`src/rtl/kf4_pkg.sv`:
```
// ----------------------------------------------------------------------------
// kf4_pkg
// Types, constants and helpers for the Keccak-f[400] sponge.
// ----------------------------------------------------------------------------
package kf4_pkg;

  localparam int LaneW    = 16;
  localparam int NumLanes = 25;
  localparam int MaxRate  = 24;
  localparam int Rounds   = 20;
  localparam int AddrW    = 5;
  localparam int RndW     = 5;
  localparam int RateW    = 5;

  typedef logic [LaneW-1:0] lane_t;
  typedef lane_t [NumLanes-1:0] state_t;

  localparam logic [1:0] OpAbsorb  = 2'd0;
  localparam logic [1:0] OpSqueeze = 2'd1;
  localparam logic [1:0] OpClear   = 2'd2;

  typedef struct packed {
    logic [1:0] op;
    lane_t      data_word;
  } in_t;

  typedef struct packed {
    lane_t out_word;
    logic  last;
  } out_t;

  typedef struct packed {
    logic             we;
    logic [AddrW-1:0] waddr;
    lane_t            wdata;
    logic             re;
    logic [AddrW-1:0] raddr;
  } ram_req_t;

  // Round constants of the LFSR form, truncated to one lane.
  localparam lane_t RoundConst [Rounds] = '{
    16'h0001, 16'h8082, 16'h808A, 16'h8000, 16'h808B,
    16'h0001, 16'h8081, 16'h8009, 16'h008A, 16'h0088,
    16'h8009, 16'h000A, 16'h808B, 16'h008B, 16'h8089,
    16'h8003, 16'h8002, 16'h0080, 16'h800A, 16'h000A
  };

  // Rotation offsets per lane index x + 5y, reduced mod lane width.
  localparam logic [3:0] RhoOff [NumLanes] = '{
    4'd0,  4'd1,  4'd14, 4'd12, 4'd11,
    4'd4,  4'd12, 4'd6,  4'd7,  4'd4,
    4'd3,  4'd10, 4'd11, 4'd9,  4'd7,
    4'd9,  4'd13, 4'd15, 4'd5,  4'd8,
    4'd2,  4'd2,  4'd13, 4'd8,  4'd14
  };

  function automatic lane_t rotl(lane_t v, logic [3:0] s);
    logic [2*LaneW-1:0] t;
    t = {v, v} << s;
    return t[2*LaneW-1:LaneW];
  endfunction

endpackage

```
`src/rtl/keccak_f400_sponge.sv`:
```
// Absorb of a word that does not end a block: a lane RAM read in idle, a write-back
// in the absorb state, then the next beat. A block-ending absorb adds a permutation:
// a load pass, the 20 rounds and a store pass. Squeeze: a load pass, rate_words output
// beats (stalls on out_ready_i) in one pass of 25 lane rotations, the 20 rounds and a store pass.
// Reset is asynchronous; afterwards, and after a clear op, a zeroing pass
// of the lane RAM runs with in_ready_o low. Configuration is accepted only while idle.
// ----------------------------------------------------------------------------
// keccak_f400_sponge
// Keccak sponge on Keccak-f[400], state held in a lane RAM.
// ----------------------------------------------------------------------------
module keccak_f400_sponge (
  input  logic                          clk_i,
  input  logic                          rst_ni,
  input  logic                          in_valid_i,
  output logic                          in_ready_o,
  input  kf4_pkg::in_t                  in_data_i,
  output logic                          out_valid_o,
  input  logic                          out_ready_i,
  output kf4_pkg::out_t                 out_data_o,
  input  logic                          cfg_valid_i,
  output logic                          cfg_ready_o,
  input  logic [kf4_pkg::RateW-1:0]     cfg_data_i
);

  localparam logic [2:0] StInit  = 3'd0;
  localparam logic [2:0] StIdle  = 3'd1;
  localparam logic [2:0] StAbs   = 3'd2;
  localparam logic [2:0] StLoad  = 3'd3;
  localparam logic [2:0] StRnd   = 3'd4;
  localparam logic [2:0] StStore = 3'd5;
  localparam logic [2:0] StEmit  = 3'd6;

  localparam logic [kf4_pkg::AddrW-1:0] LastLane = kf4_pkg::AddrW'(kf4_pkg::NumLanes - 1);
  localparam logic [kf4_pkg::AddrW-1:0] LoadEnd  = kf4_pkg::AddrW'(kf4_pkg::NumLanes);
  localparam logic [kf4_pkg::RndW-1:0]  LastRnd  = kf4_pkg::RndW'(kf4_pkg::Rounds - 1);
  localparam logic [kf4_pkg::RateW-1:0] RateMax  = kf4_pkg::RateW'(kf4_pkg::MaxRate);

  logic [2:0]                  state_q, state_d;
  logic [kf4_pkg::AddrW-1:0]   cnt_q, cnt_d;
  logic [kf4_pkg::RndW-1:0]    rnd_q, rnd_d;
  logic [kf4_pkg::AddrW-1:0]   wi_q, wi_d;
  logic [kf4_pkg::RateW-1:0]   rate_q, rate_d;
  logic                        sqz_q, sqz_d;
  kf4_pkg::lane_t              word_q, word_d;
  kf4_pkg::state_t             work_q, work_d;
  kf4_pkg::out_t               out_q, out_d;
  logic                        out_valid_q, out_valid_d;

  kf4_pkg::ram_req_t           ram_req;
  kf4_pkg::lane_t              ram_rdata;
  kf4_pkg::state_t             round_out;
  kf4_pkg::state_t             work_rot;
  kf4_pkg::state_t             work_shin;

  logic [kf4_pkg::RateW-1:0]   eff_rate;
  logic [kf4_pkg::AddrW-1:0]   next_idx;
  logic                        in_fire;
  logic                        emit_slot;
  logic                        can_load;
  logic                        advance;

  kf4_lane_ram u_ram (
    .clk_i   (clk_i),
    .req_i   (ram_req),
    .rdata_o (ram_rdata)
  );

  kf4_round u_round (
    .a_i  (work_q),
    .rc_i (kf4_pkg::RoundConst[rnd_q]),
    .a_o  (round_out)
  );

  assign eff_rate = (rate_q == '0) ? kf4_pkg::RateW'(1) :
                    (rate_q > RateMax) ? RateMax : rate_q;

  assign in_ready_o  = (state_q == StIdle);
  assign in_fire     = in_valid_i && in_ready_o;
  assign cfg_ready_o = (state_q == StIdle);
  assign out_valid_o = out_valid_q;
  assign out_data_o  = out_q;

  assign next_idx  = ((wi_q >= RateMax) ? '0 : wi_q) + kf4_pkg::AddrW'(1);
  assign emit_slot = (cnt_q < eff_rate);
  assign can_load  = !out_valid_q || out_ready_i;
  assign advance   = emit_slot ? can_load : 1'b1;

  always_comb begin
    work_rot[kf4_pkg::NumLanes-2:0]  = work_q[kf4_pkg::NumLanes-1:1];
    work_rot[kf4_pkg::NumLanes-1]    = work_q[0];
    work_shin[kf4_pkg::NumLanes-2:0] = work_q[kf4_pkg::NumLanes-1:1];
    work_shin[kf4_pkg::NumLanes-1]   = ram_rdata;
  end

  always_comb begin
    state_d     = state_q;
    cnt_d       = cnt_q;
    rnd_d       = rnd_q;
    wi_d        = wi_q;
    rate_d      = rate_q;
    sqz_d       = sqz_q;
    word_d      = word_q;
    work_d      = work_q;
    out_d       = out_q;
    out_valid_d = out_valid_q;
    ram_req     = '0;

    if (cfg_valid_i && cfg_ready_o) begin
      rate_d = cfg_data_i;
    end
    if (out_valid_q && out_ready_i) begin
      out_valid_d = 1'b0;
    end

    case (state_q)
      StInit: begin
        ram_req.we    = 1'b1;
        ram_req.waddr = cnt_q;
        ram_req.wdata = '0;
        cnt_d         = cnt_q + kf4_pkg::AddrW'(1);
        if (cnt_q == LastLane) begin
          state_d = StIdle;
        end
      end
      StIdle: begin
        if (in_fire) begin
          if (in_data_i.op == kf4_pkg::OpAbsorb) begin
            ram_req.re    = 1'b1;
            ram_req.raddr = (wi_q >= RateMax) ? '0 : wi_q;
            word_d        = in_data_i.data_word;
            state_d       = StAbs;
          end else if (in_data_i.op == kf4_pkg::OpSqueeze) begin
            sqz_d   = 1'b1;
            wi_d    = '0;
            cnt_d   = '0;
            state_d = StLoad;
          end else if (in_data_i.op == kf4_pkg::OpClear) begin
            wi_d    = '0;
            cnt_d   = '0;
            state_d = StInit;
          end
        end
      end
      StAbs: begin
        ram_req.we    = 1'b1;
        ram_req.waddr = (wi_q >= RateMax) ? '0 : wi_q;
        ram_req.wdata = ram_rdata ^ word_q;
        if (next_idx >= eff_rate) begin
          wi_d    = '0;
          sqz_d   = 1'b0;
          cnt_d   = '0;
          state_d = StLoad;
        end else begin
          wi_d    = next_idx;
          state_d = StIdle;
        end
      end
      StLoad: begin
        // read lane cnt, capture the lane read in the cycle before
        ram_req.re    = (cnt_q != LoadEnd);
        ram_req.raddr = cnt_q;
        if (cnt_q != '0) begin
          work_d = work_shin;
        end
        cnt_d = cnt_q + kf4_pkg::AddrW'(1);
        if (cnt_q == LoadEnd) begin
          cnt_d   = '0;
          rnd_d   = '0;
          state_d = sqz_q ? StEmit : StRnd;
        end
      end
      StEmit: begin
        // rotate all lanes once around; the first eff_rate become beats
        if (advance) begin
          work_d = work_rot;
          cnt_d  = cnt_q + kf4_pkg::AddrW'(1);
          if (emit_slot) begin
            out_d.out_word = work_q[0];
            out_d.last     = (cnt_q == eff_rate - kf4_pkg::RateW'(1));
            out_valid_d    = 1'b1;
          end
          if (cnt_q == LastLane) begin
            cnt_d   = '0;
            rnd_d   = '0;
            state_d = StRnd;
          end
        end
      end
      StRnd: begin
        work_d = round_out;
        rnd_d  = rnd_q + kf4_pkg::RndW'(1);
        if (rnd_q == LastRnd) begin
          cnt_d   = '0;
          state_d = StStore;
        end
      end
      StStore: begin
        ram_req.we    = 1'b1;
        ram_req.waddr = cnt_q;
        ram_req.wdata = work_q[0];
        work_d        = work_rot;
        cnt_d         = cnt_q + kf4_pkg::AddrW'(1);
        if (cnt_q == LastLane) begin
          state_d = StIdle;
        end
      end
      default: begin
        state_d = StIdle;
      end
    endcase
  end

  always_ff @(posedge clk_i or negedge rst_ni) begin
    if (!rst_ni) begin
      state_q     <= StInit;
      cnt_q       <= '0;
      rnd_q       <= '0;
      wi_q        <= '0;
      rate_q      <= kf4_pkg::RateW'(8);
      sqz_q       <= 1'b0;
      out_valid_q <= 1'b0;
    end else begin
      state_q     <= state_d;
      cnt_q       <= cnt_d;
      rnd_q       <= rnd_d;
      wi_q        <= wi_d;
      rate_q      <= rate_d;
      sqz_q       <= sqz_d;
      out_valid_q <= out_valid_d;
    end
  end

  always_ff @(posedge clk_i) begin
    word_q <= word_d;
    work_q <= work_d;
    out_q  <= out_d;
  end

`ifndef SYNTH
  a_wi_range: assert property (@(posedge clk_i) disable iff (!rst_ni)
    wi_q < RateMax)
    else $error("absorb index out of range");

  a_ram_write: assert property (@(posedge clk_i) disable iff (!rst_ni)
    ram_req.we |-> (state_q == StInit || state_q == StAbs || state_q == StStore))
    else $error("lane RAM written outside a write state");

  a_rnd_end: assert property (@(posedge clk_i) disable iff (!rst_ni)
    (state_q == StRnd && rnd_q == LastRnd) |=> (state_q == StStore && cnt_q == '0))
    else $error("permutation did not hand over to store");

  a_emit_hold: assert property (@(posedge clk_i) disable iff (!rst_ni)
    (state_q == StEmit && emit_slot && !can_load) |=> $stable(cnt_q))
    else $error("emit advanced while output was stalled");
`endif

endmodule

```
`src/rtl/kf4_lane_ram.sv`:
```
// ----------------------------------------------------------------------------
// kf4_lane_ram
// Lane store: one write port, one read port, registered read data.
// ----------------------------------------------------------------------------
module kf4_lane_ram (
  input  logic             clk_i,
  input  kf4_pkg::ram_req_t req_i,
  output kf4_pkg::lane_t   rdata_o
);

  kf4_pkg::lane_t mem [kf4_pkg::NumLanes];

  always_ff @(posedge clk_i) begin
    if (req_i.we) begin
      mem[req_i.waddr] <= req_i.wdata;
    end
  end

  always_ff @(posedge clk_i) begin
    if (req_i.re) begin
      rdata_o <= mem[req_i.raddr];
    end
  end

endmodule

```
`src/rtl/kf4_round.sv`:
```
// ----------------------------------------------------------------------------
// kf4_round
// One round of Keccak-f[400]: theta, rho, pi, chi and iota.
// ----------------------------------------------------------------------------
module kf4_round (
  input  kf4_pkg::state_t a_i,
  input  kf4_pkg::lane_t  rc_i,
  output kf4_pkg::state_t a_o
);

  kf4_pkg::lane_t c [5];
  kf4_pkg::lane_t d [5];
  kf4_pkg::state_t th;
  kf4_pkg::state_t b;

  for (genvar x = 0; x < 5; x++) begin : g_col
    assign c[x] = a_i[x] ^ a_i[x+5] ^ a_i[x+10] ^ a_i[x+15] ^ a_i[x+20];
  end

  for (genvar x = 0; x < 5; x++) begin : g_d
    assign d[x] = c[(x+4)%5] ^ kf4_pkg::rotl(c[(x+1)%5], 4'd1);
  end

  for (genvar x = 0; x < 5; x++) begin : g_x
    for (genvar y = 0; y < 5; y++) begin : g_y
      assign th[x+5*y] = a_i[x+5*y] ^ d[x];
      // pi moves lane (x, y) to (y, 2x + 3y)
      assign b[y+5*((2*x+3*y)%5)] = kf4_pkg::rotl(th[x+5*y], kf4_pkg::RhoOff[x+5*y]);
    end
  end

  for (genvar y = 0; y < 5; y++) begin : g_chi_y
    for (genvar x = 0; x < 5; x++) begin : g_chi_x
      if (x == 0 && y == 0) begin : g_iota
        assign a_o[0] = b[0] ^ (~b[1] & b[2]) ^ rc_i;
      end else begin : g_plain
        assign a_o[x+5*y] = b[x+5*y] ^ (~b[((x+1)%5)+5*y] & b[((x+2)%5)+5*y]);
      end
    end
  end

endmodule

```
`config.mk`:
```
export PLATFORM = sky130hd
export DESIGN_NAME = keccak_f400_sponge
export DESIGN_NICKNAME = d
export VERILOG_FILES = /design/src/rtl/kf4_pkg.sv /design/src/rtl/keccak_f400_sponge.sv /design/src/rtl/kf4_lane_ram.sv /design/src/rtl/kf4_round.sv
export SDC_FILE = /design/constraint.sdc
export NUM_CORES = 2
export LEC_CHECK = 0
export BUFFER_PORTS_ARGS = -buffer_cell sky130_fd_sc_hd__buf_2
export CAP_MARGIN = 20
export CORE_MARGIN = 1
export CORE_UTILIZATION = 60
export DETAILED_ROUTE_END_ITERATION = 12
export PLACE_DENSITY = 0.76
export SLEW_MARGIN = 20
export SYNTH_ARGS = -nofsm -noshare
export SYNTH_HDL_FRONTEND = slang
export SYNTH_SLANG_ARGS = --single-unit
```
`constraint.sdc`:
```
create_clock -name clk_i -period 96.5 [get_ports clk_i]
set_clock_uncertainty 0.05 [all_clocks]
set_input_delay 9.65 -clock clk_i [delete_from_list [all_inputs] [get_ports clk_i]]
set_output_delay 9.65 -clock clk_i [all_outputs]
set_load 0.01 [all_outputs]
```
# Word level (Yosys, flattened, before mapping)
# Memories as Yosys holds them, arrays and structs flattened. A register that Yosys moved wholly into a read port is not among the register bits.
# Cells that the tools add are included.
totals:
  inputBits: 28
  output_inout_bits: 20
  mem_count: 2
  mem_bits_ro: 512
  reg_bits: 458
  wordCells: 273
  mem_bits_rw: 400
op_classes:
  muxes: 52
  n_bitwise: 128
  order_cmp: 5
  reduce_logical: 22
  n_addsub: 4
  eq_ne: 25
mem_list:
  columns: ["memory", "depth", "word_bits", "read_ports", "rd_clocked_by_memory_dff", "wr", "line_no", "source"]
  rows:
  - ["(no name shown)", 32, 16, 1, 0, 0, "keccak_f400_sponge.sv:70", ".rc_i (kf4_pkg::RoundConst[rnd_q]),"]
  - ["u_ram.mem", 25, 16, 1, 1, 1, "kf4_lane_ram.sv:11", "kf4_pkg::lane_t mem [kf4_pkg::NumLanes];"]
op_table:
  columns: ["cell", "n"]
  rows:
  - ["$pmux 400 s4", 1]
  - ["$xor 16x16->16", 77]
  - ["$mux 400", 2]
  - ["$and 16x16->16", 25]
  - ["$not 16->16", 25]
  - ["$mux 5", 16]
  - ["$pmux 22 s3", 1]
  - ["$mux 16", 2]
  - ["$pmux 5 s6", 1]
  - ["$mux 3", 9]
  - ["$pmux 3 s6", 1]
  - ["$add 5x1->5 const B", 3]
  - ["$eq 5x5->1 const B", 3]
  - ["$pmux 5 s3", 1]
  - ["$ne 2x2->1 const B", 7]
  - ["$reduce_and 7->1", 2]
  - ["$mux 6", 2]
  - ["$pmux 6 s2", 1]
  - ["$mux 1", 11]
  - ["$pmux 5 s2", 1]
  - ["$eq 3x3->1 const B", 3]
  - ["$reduce_and 3->1", 3]
  - ["$reduce_and 4->1", 2]
  - ["$eq 3x2->1 const B", 2]
  - ["30 further kinds", 35]

# Depth between registers and ports, before layout
logic_depth:
  ltp_word: 11
  mapped_depth: 13
  depth_no_buf: 12

# Hierarchy
# Synthesis repeated with hierarchy kept, for this count alone.
unflattened:
  cells_unflattened: 4218
  area_unflattened_um2: 55449.4
by_module_without_submodules:
  columns: ["module", "n_inst", "seq_area_each_um2", "area_each_um2", "cells_per_inst"]
  rows:
  - ["keccak_f400_sponge", 1, 13629.3, 20644.8, 2063]
  - ["kf4_round", 1, 0.0, 19027.0, 1456]
  - ["kf4_lane_ram", 1, 12492.0, 15777.6, 699]

# Least setup slack after synthesis
# Ideal clock, no wire load.
synth_timing:
  kind: "input to register"
  from: "input out_ready_i"
  to: "register work_q[0] (netlist name), enable pin"
  t_arrival_ns: 38.512
  path_stages: 3
  setup_slack_ns: 56.163
  path_cell_list: "nor2b_1 nand3_1 a21boi_0"
synth_via:
  elab_chain_len: 4
synth_lines:
  columns: ["element", "line_no", "source"]
  rows:
  - ["start, declared", "keccak_f400_sponge.sv:18", "input logic out_ready_i,"]
  - ["$logic_or 1x1->1", "keccak_f400_sponge.sv:85", "assign can_load = !out_valid_q || out_ready_i;"]
  - ["$mux 1", "keccak_f400_sponge.sv:86", "assign advance = emit_slot ? can_load : 1'b1;"]
  - ["$ne 2x2->1 (no line)", null, null]
  - ["$reduce_and 3->1 (no line)", null, null]
  - ["end signal, assigned", "keccak_f400_sponge.sv:235", "work_q <= work_d;"]
  - ["end, declared", "keccak_f400_sponge.sv:45", "kf4_pkg::state_t work_q, work_d;"]
# No other way between the ends.
# A chain may end at the register's enable or synchronous reset.

# Final worst setup path
layout_timing:
  from: "input in_data_i[17] (netlist name)"
  to: "register u_ram.rdata_o[9] (read register of u_ram.mem) (data pin)"
layout_via:
  elab_chain_len: 4
layout_lines:
  columns: ["element", "line_no", "source"]
  rows:
  - ["start, declared", "keccak_f400_sponge.sv:16", "input kf4_pkg::in_t in_data_i,"]
  - ["$logic_not 2->1", "keccak_f400_sponge.sv:127", "if (in_data_i.op == kf4_pkg::OpAbsorb) begin"]
  - ["$mux 6", "keccak_f400_sponge.sv:127", null]
  - ["$mux 6", "keccak_f400_sponge.sv:126", "if (in_fire) begin"]
  - ["$pmux 6 s2", "keccak_f400_sponge.sv:115", "case (state_q)"]
  - ["end, declared", "kf4_lane_ram.sv:8", "output kf4_pkg::lane_t rdata_o"]
# No other way between the ends.

==> summary.txt <==
Worst setup path
  – Critical Path AT: around 14000 ps
  – Classification of the worst setup path: input port to register
  – Reg2reg setup slack: around 90000 ps
  – Critical path required time: 97010 ps
  – FF-to-FF End: work_q[311]
  – CP endpoint kind: register
  – RR Startpoint: rate_q[4]
  – Worst Reg-to-Reg Cells: 11
  – Crit path launch type: input port
  – Max FO, Critical Path: 72

Logic synthesis
  – EDFF count, synth: around 850
  – Synth Flop Type: edfxtp_1
  – Unique masters post-synth: 57
  – Sequential area share after synthesis: 53.6%
  – Cell count after synthesis: about 4300
  – Asr flop ratio synth: under 10%
  – Syn Std Cell Area: a little under 0.05 mm2
  – YS warnings: 0
  – Synth Register Bits: between 800 and 900
  – Synthesized area per cell: 11.3 um2
  – Synthesized net count: ~4300

Route
  – # DRC: 0
  – Vias: 34100
  – Initial DRC count: between 5000 and 6000
  – Vias per cell: ~6.3
  – Avg WL per Cell: between 20 and 30 um
  – Pre-antenna DRT Iters: 6
  – Total Wirelength: approximately 160 mm
  – Antenna viol nets, final: 0

Clock tree
  – CTS max path bufs: 3
  – CTS tree: done
  – Root Buffer: clkbuf_16
  – Post-CTS Hold Buffers: 0
  – CTS clk-pin slew, worst paths: ~60 ps
  – Post-CTS setup buffer count: 0
  – Number of buffers created by CTS: about 90
  – Clock sinks: 874
  – H-tree depth: 3
  – Post-cts resize count: 0
  – Clk_lat worst skew: approximately 700 ps

Placement
  – RePlAce Congestion: about 1.1
  – Port Buffers: 47
  – Dpl hpwl: ~120 mm

Timing
  – Final setup vio count: 0
  – Slew @ Worst Pin: 1340 ps
  – Setup TNS: 0 ps
  – Period utilization: 13.6%
  – RSZ-0062 raised after global routing: false
  – Fin crit period: ~13000 ps
  – Final hold vios: 0
  – F_max: 0.0765 GHz
  – Final Slew Violations: 0
  – Max_slew headroom: roughly 10%

Global routing
  – Total grt overflow: 0
  – First-pass GRT wire length: about 220 mm
  – Vias in the first global route: about 31000
  – Largest net degree at the start of global routing: 240
  – GRT Util Overall: 38.5%
  – Initial antenna violation count: 7

Die
  – Die Y: about 290 um
  – Die Wd: ~290 um
  – IO Count: 48
  – Die area: 0.0823 mm2
  – Num rows: 104
  – CORE AREA: 0.0804 mm2
  – Starting density of the core: 60.6%

Final layout
  – Nets@finish: 4357
  – Area Growth Syn to Fin: 9.35%
  – Fraction of final layout cells with drive strength greater than 1: about 8.6%
  – # fillers: 6131

Min path
  – HP Start: wi_q[1]
  – WHS Endpoint: wi_q[1]
  – Worst hold stages: 1
  – Hold Path Class: register to register

Status
  – Status: finished, final reports clean

Job
  – MaxCap Viol Count: 0
[cells in the final DEF (no fill, tap or decap), types with 49 or more instances in the layout]
master	n
a21oi_1	116
a221oi_1	49
clkbuf_16	92
edfxtp_1	849
mux2i_1	53
nand2_1	705
nand2b_1	82
nor2_1	170
nor2b_1	83
o21ai_0	329
o21ai_1	94
xnor2_1	859
xnor2_2	59
xor2_1	282
[cell families (layout without fill, tap and decap cells)]
logic type / Yosys count / after routing / synth area share (%)
mux: 74 / 74 / 1.97
other cells: 0 / 1 / 0
flops: 874 / 874 / 53.6
fa+ha+maj: 25 / 25 / 0.642
compound gates: 741 / 741 / 8.75
simple gates: 1155 / 1155 / 10.2
buf+inv: 196 / 281 / 1.55
xor+xnor: 1227 / 1227 / 23.3
[layer usage]
| metal | vias up | wire [um] | track usage [%] |
|---|---|---|---|
| li1 | 14900 | - | - |
| met1 | 16600 | 60900 | 55.4 |
| met2 | 2336 | 65600 | 53.5 |
| met3 | 322 | 23400 | 11.0 |
| met4 | 2 | 8500 | 18.2 |
| met5 | - | 11 | 0 |
[cells in the mapped netlist, types with 11 or more instances]
| library cell | instances | share of area [%] |
|---|---|---|
| mux4_2 | 17 | 0.79 |
| buf_2 | 11 | 0.11 |
| o21ai_1 | 94 | 0.97 |
| a211oi_1 | 34 | 0.52 |
| a22oi_1 | 16 | 0.25 |
| ha_1 | 25 | 0.64 |
| edfxtp_1 | 849 | 52 |
| clkbuf_1 | 158 | 1.2 |
| nor2b_1 | 84 | 1.1 |
| a221oi_1 | 49 | 0.88 |
| xnor2_2 | 55 | 1.8 |
| xor2_1 | 283 | 5.1 |
| nor2_1 | 184 | 1.4 |
| and3_1 | 19 | 0.24 |
| a21oi_1 | 116 | 1.2 |
| nor3_1 | 41 | 0.42 |
| mux2i_1 | 53 | 1.1 |
| a311oi_1 | 16 | 0.29 |
| dfrtp_1 | 24 | 1.2 |
| nand3_1 | 15 | 0.15 |
| a21o_1 | 23 | 0.35 |
| nand2_1 | 708 | 5.5 |
| xnor2_1 | 863 | 16 |
| nand2b_1 | 83 | 1.1 |
| o21ai_0 | 345 | 3.5 |
| inv_1 | 16 | 0.12 |
| a31oi_1 | 18 | 0.23 |
| xor2_2 | 26 | 0.87 |
[worst max-delay path by stage]
stage                  startpoint                to  slack, ps  cells after the start
floorplan             out_ready_i         work_q[0]      56160                      3
global placement    in_data_i[17]  u_ram.rdata_o[9]      82990                     12
detailed placement  in_data_i[17]  u_ram.rdata_o[0]      82850                     12
CTS                 in_data_i[17]  u_ram.rdata_o[9]      83540                     12
global route        in_data_i[17]  u_ram.rdata_o[9]      83210                     12
finish              in_data_i[17]  u_ram.rdata_o[9]      83420                     12
[stage by stage]
stage | std cells | hold WS [ps] | setup WS (ps) | utilization [%] | instance area [um2]
after detailed placement | 5267 | 453 | 82850 | 62.4 | 50200
after global placement | 5266 | 447 | 82990 | 62.3 | 50100
final | 5438 | 477 | 83420 | 66.2 | 53300
after global routing | 5437 | 494 | 83210 | 66.2 | 53300
after floorplan | 4292 | 415 | 56160 | - | 48700
after CTS | 5434 | 468 | 83540 | 66.1 | 53200
[critical path, stage by stage]
cell,delay [ps]
buf_2,110
inv_1,90
ha_1,250
and3b_1,240
a22o_1,270
and2_4,730
buf_4,850
mux2i_1,190
a221oi_1,370
nor3_1,90
a21oi_1,490
a21o_1,190
[flip-flops by register name, summed over array words and instances, names as in the netlist, 3 cells and up]
| name | count |
|---|---|
| cnt_q | 5 |
| wi_q | 5 |
| out_data_o | 17 |
| u_ram.rdata_o | 16 |
| word_q | 16 |
| state_q | 3 |
| u_ram.mem | 400 |
| rate_q | 5 |
| rnd_q | 5 |
| work_q | 400 |
[area by class of cell]
type                            count  area (um2)  share of cell area, %
Clock buffer                      107        2360                   4.43
Clock inverter                     60         654                   1.23
Inverter                           16        60.1                  0.113
Antenna cell                        1        2.50                0.00470
Multi-Input combinational cell   3222       22100                   41.4
Sequential cell                   874       26100                   49.0
Timing Repair Buffer               98         667                   1.25
Tap cell                         1060        1330                   2.49
Power is not shown: default switching activity piles up to over one toggle a cycle in this logic, so the estimate is an artifact.
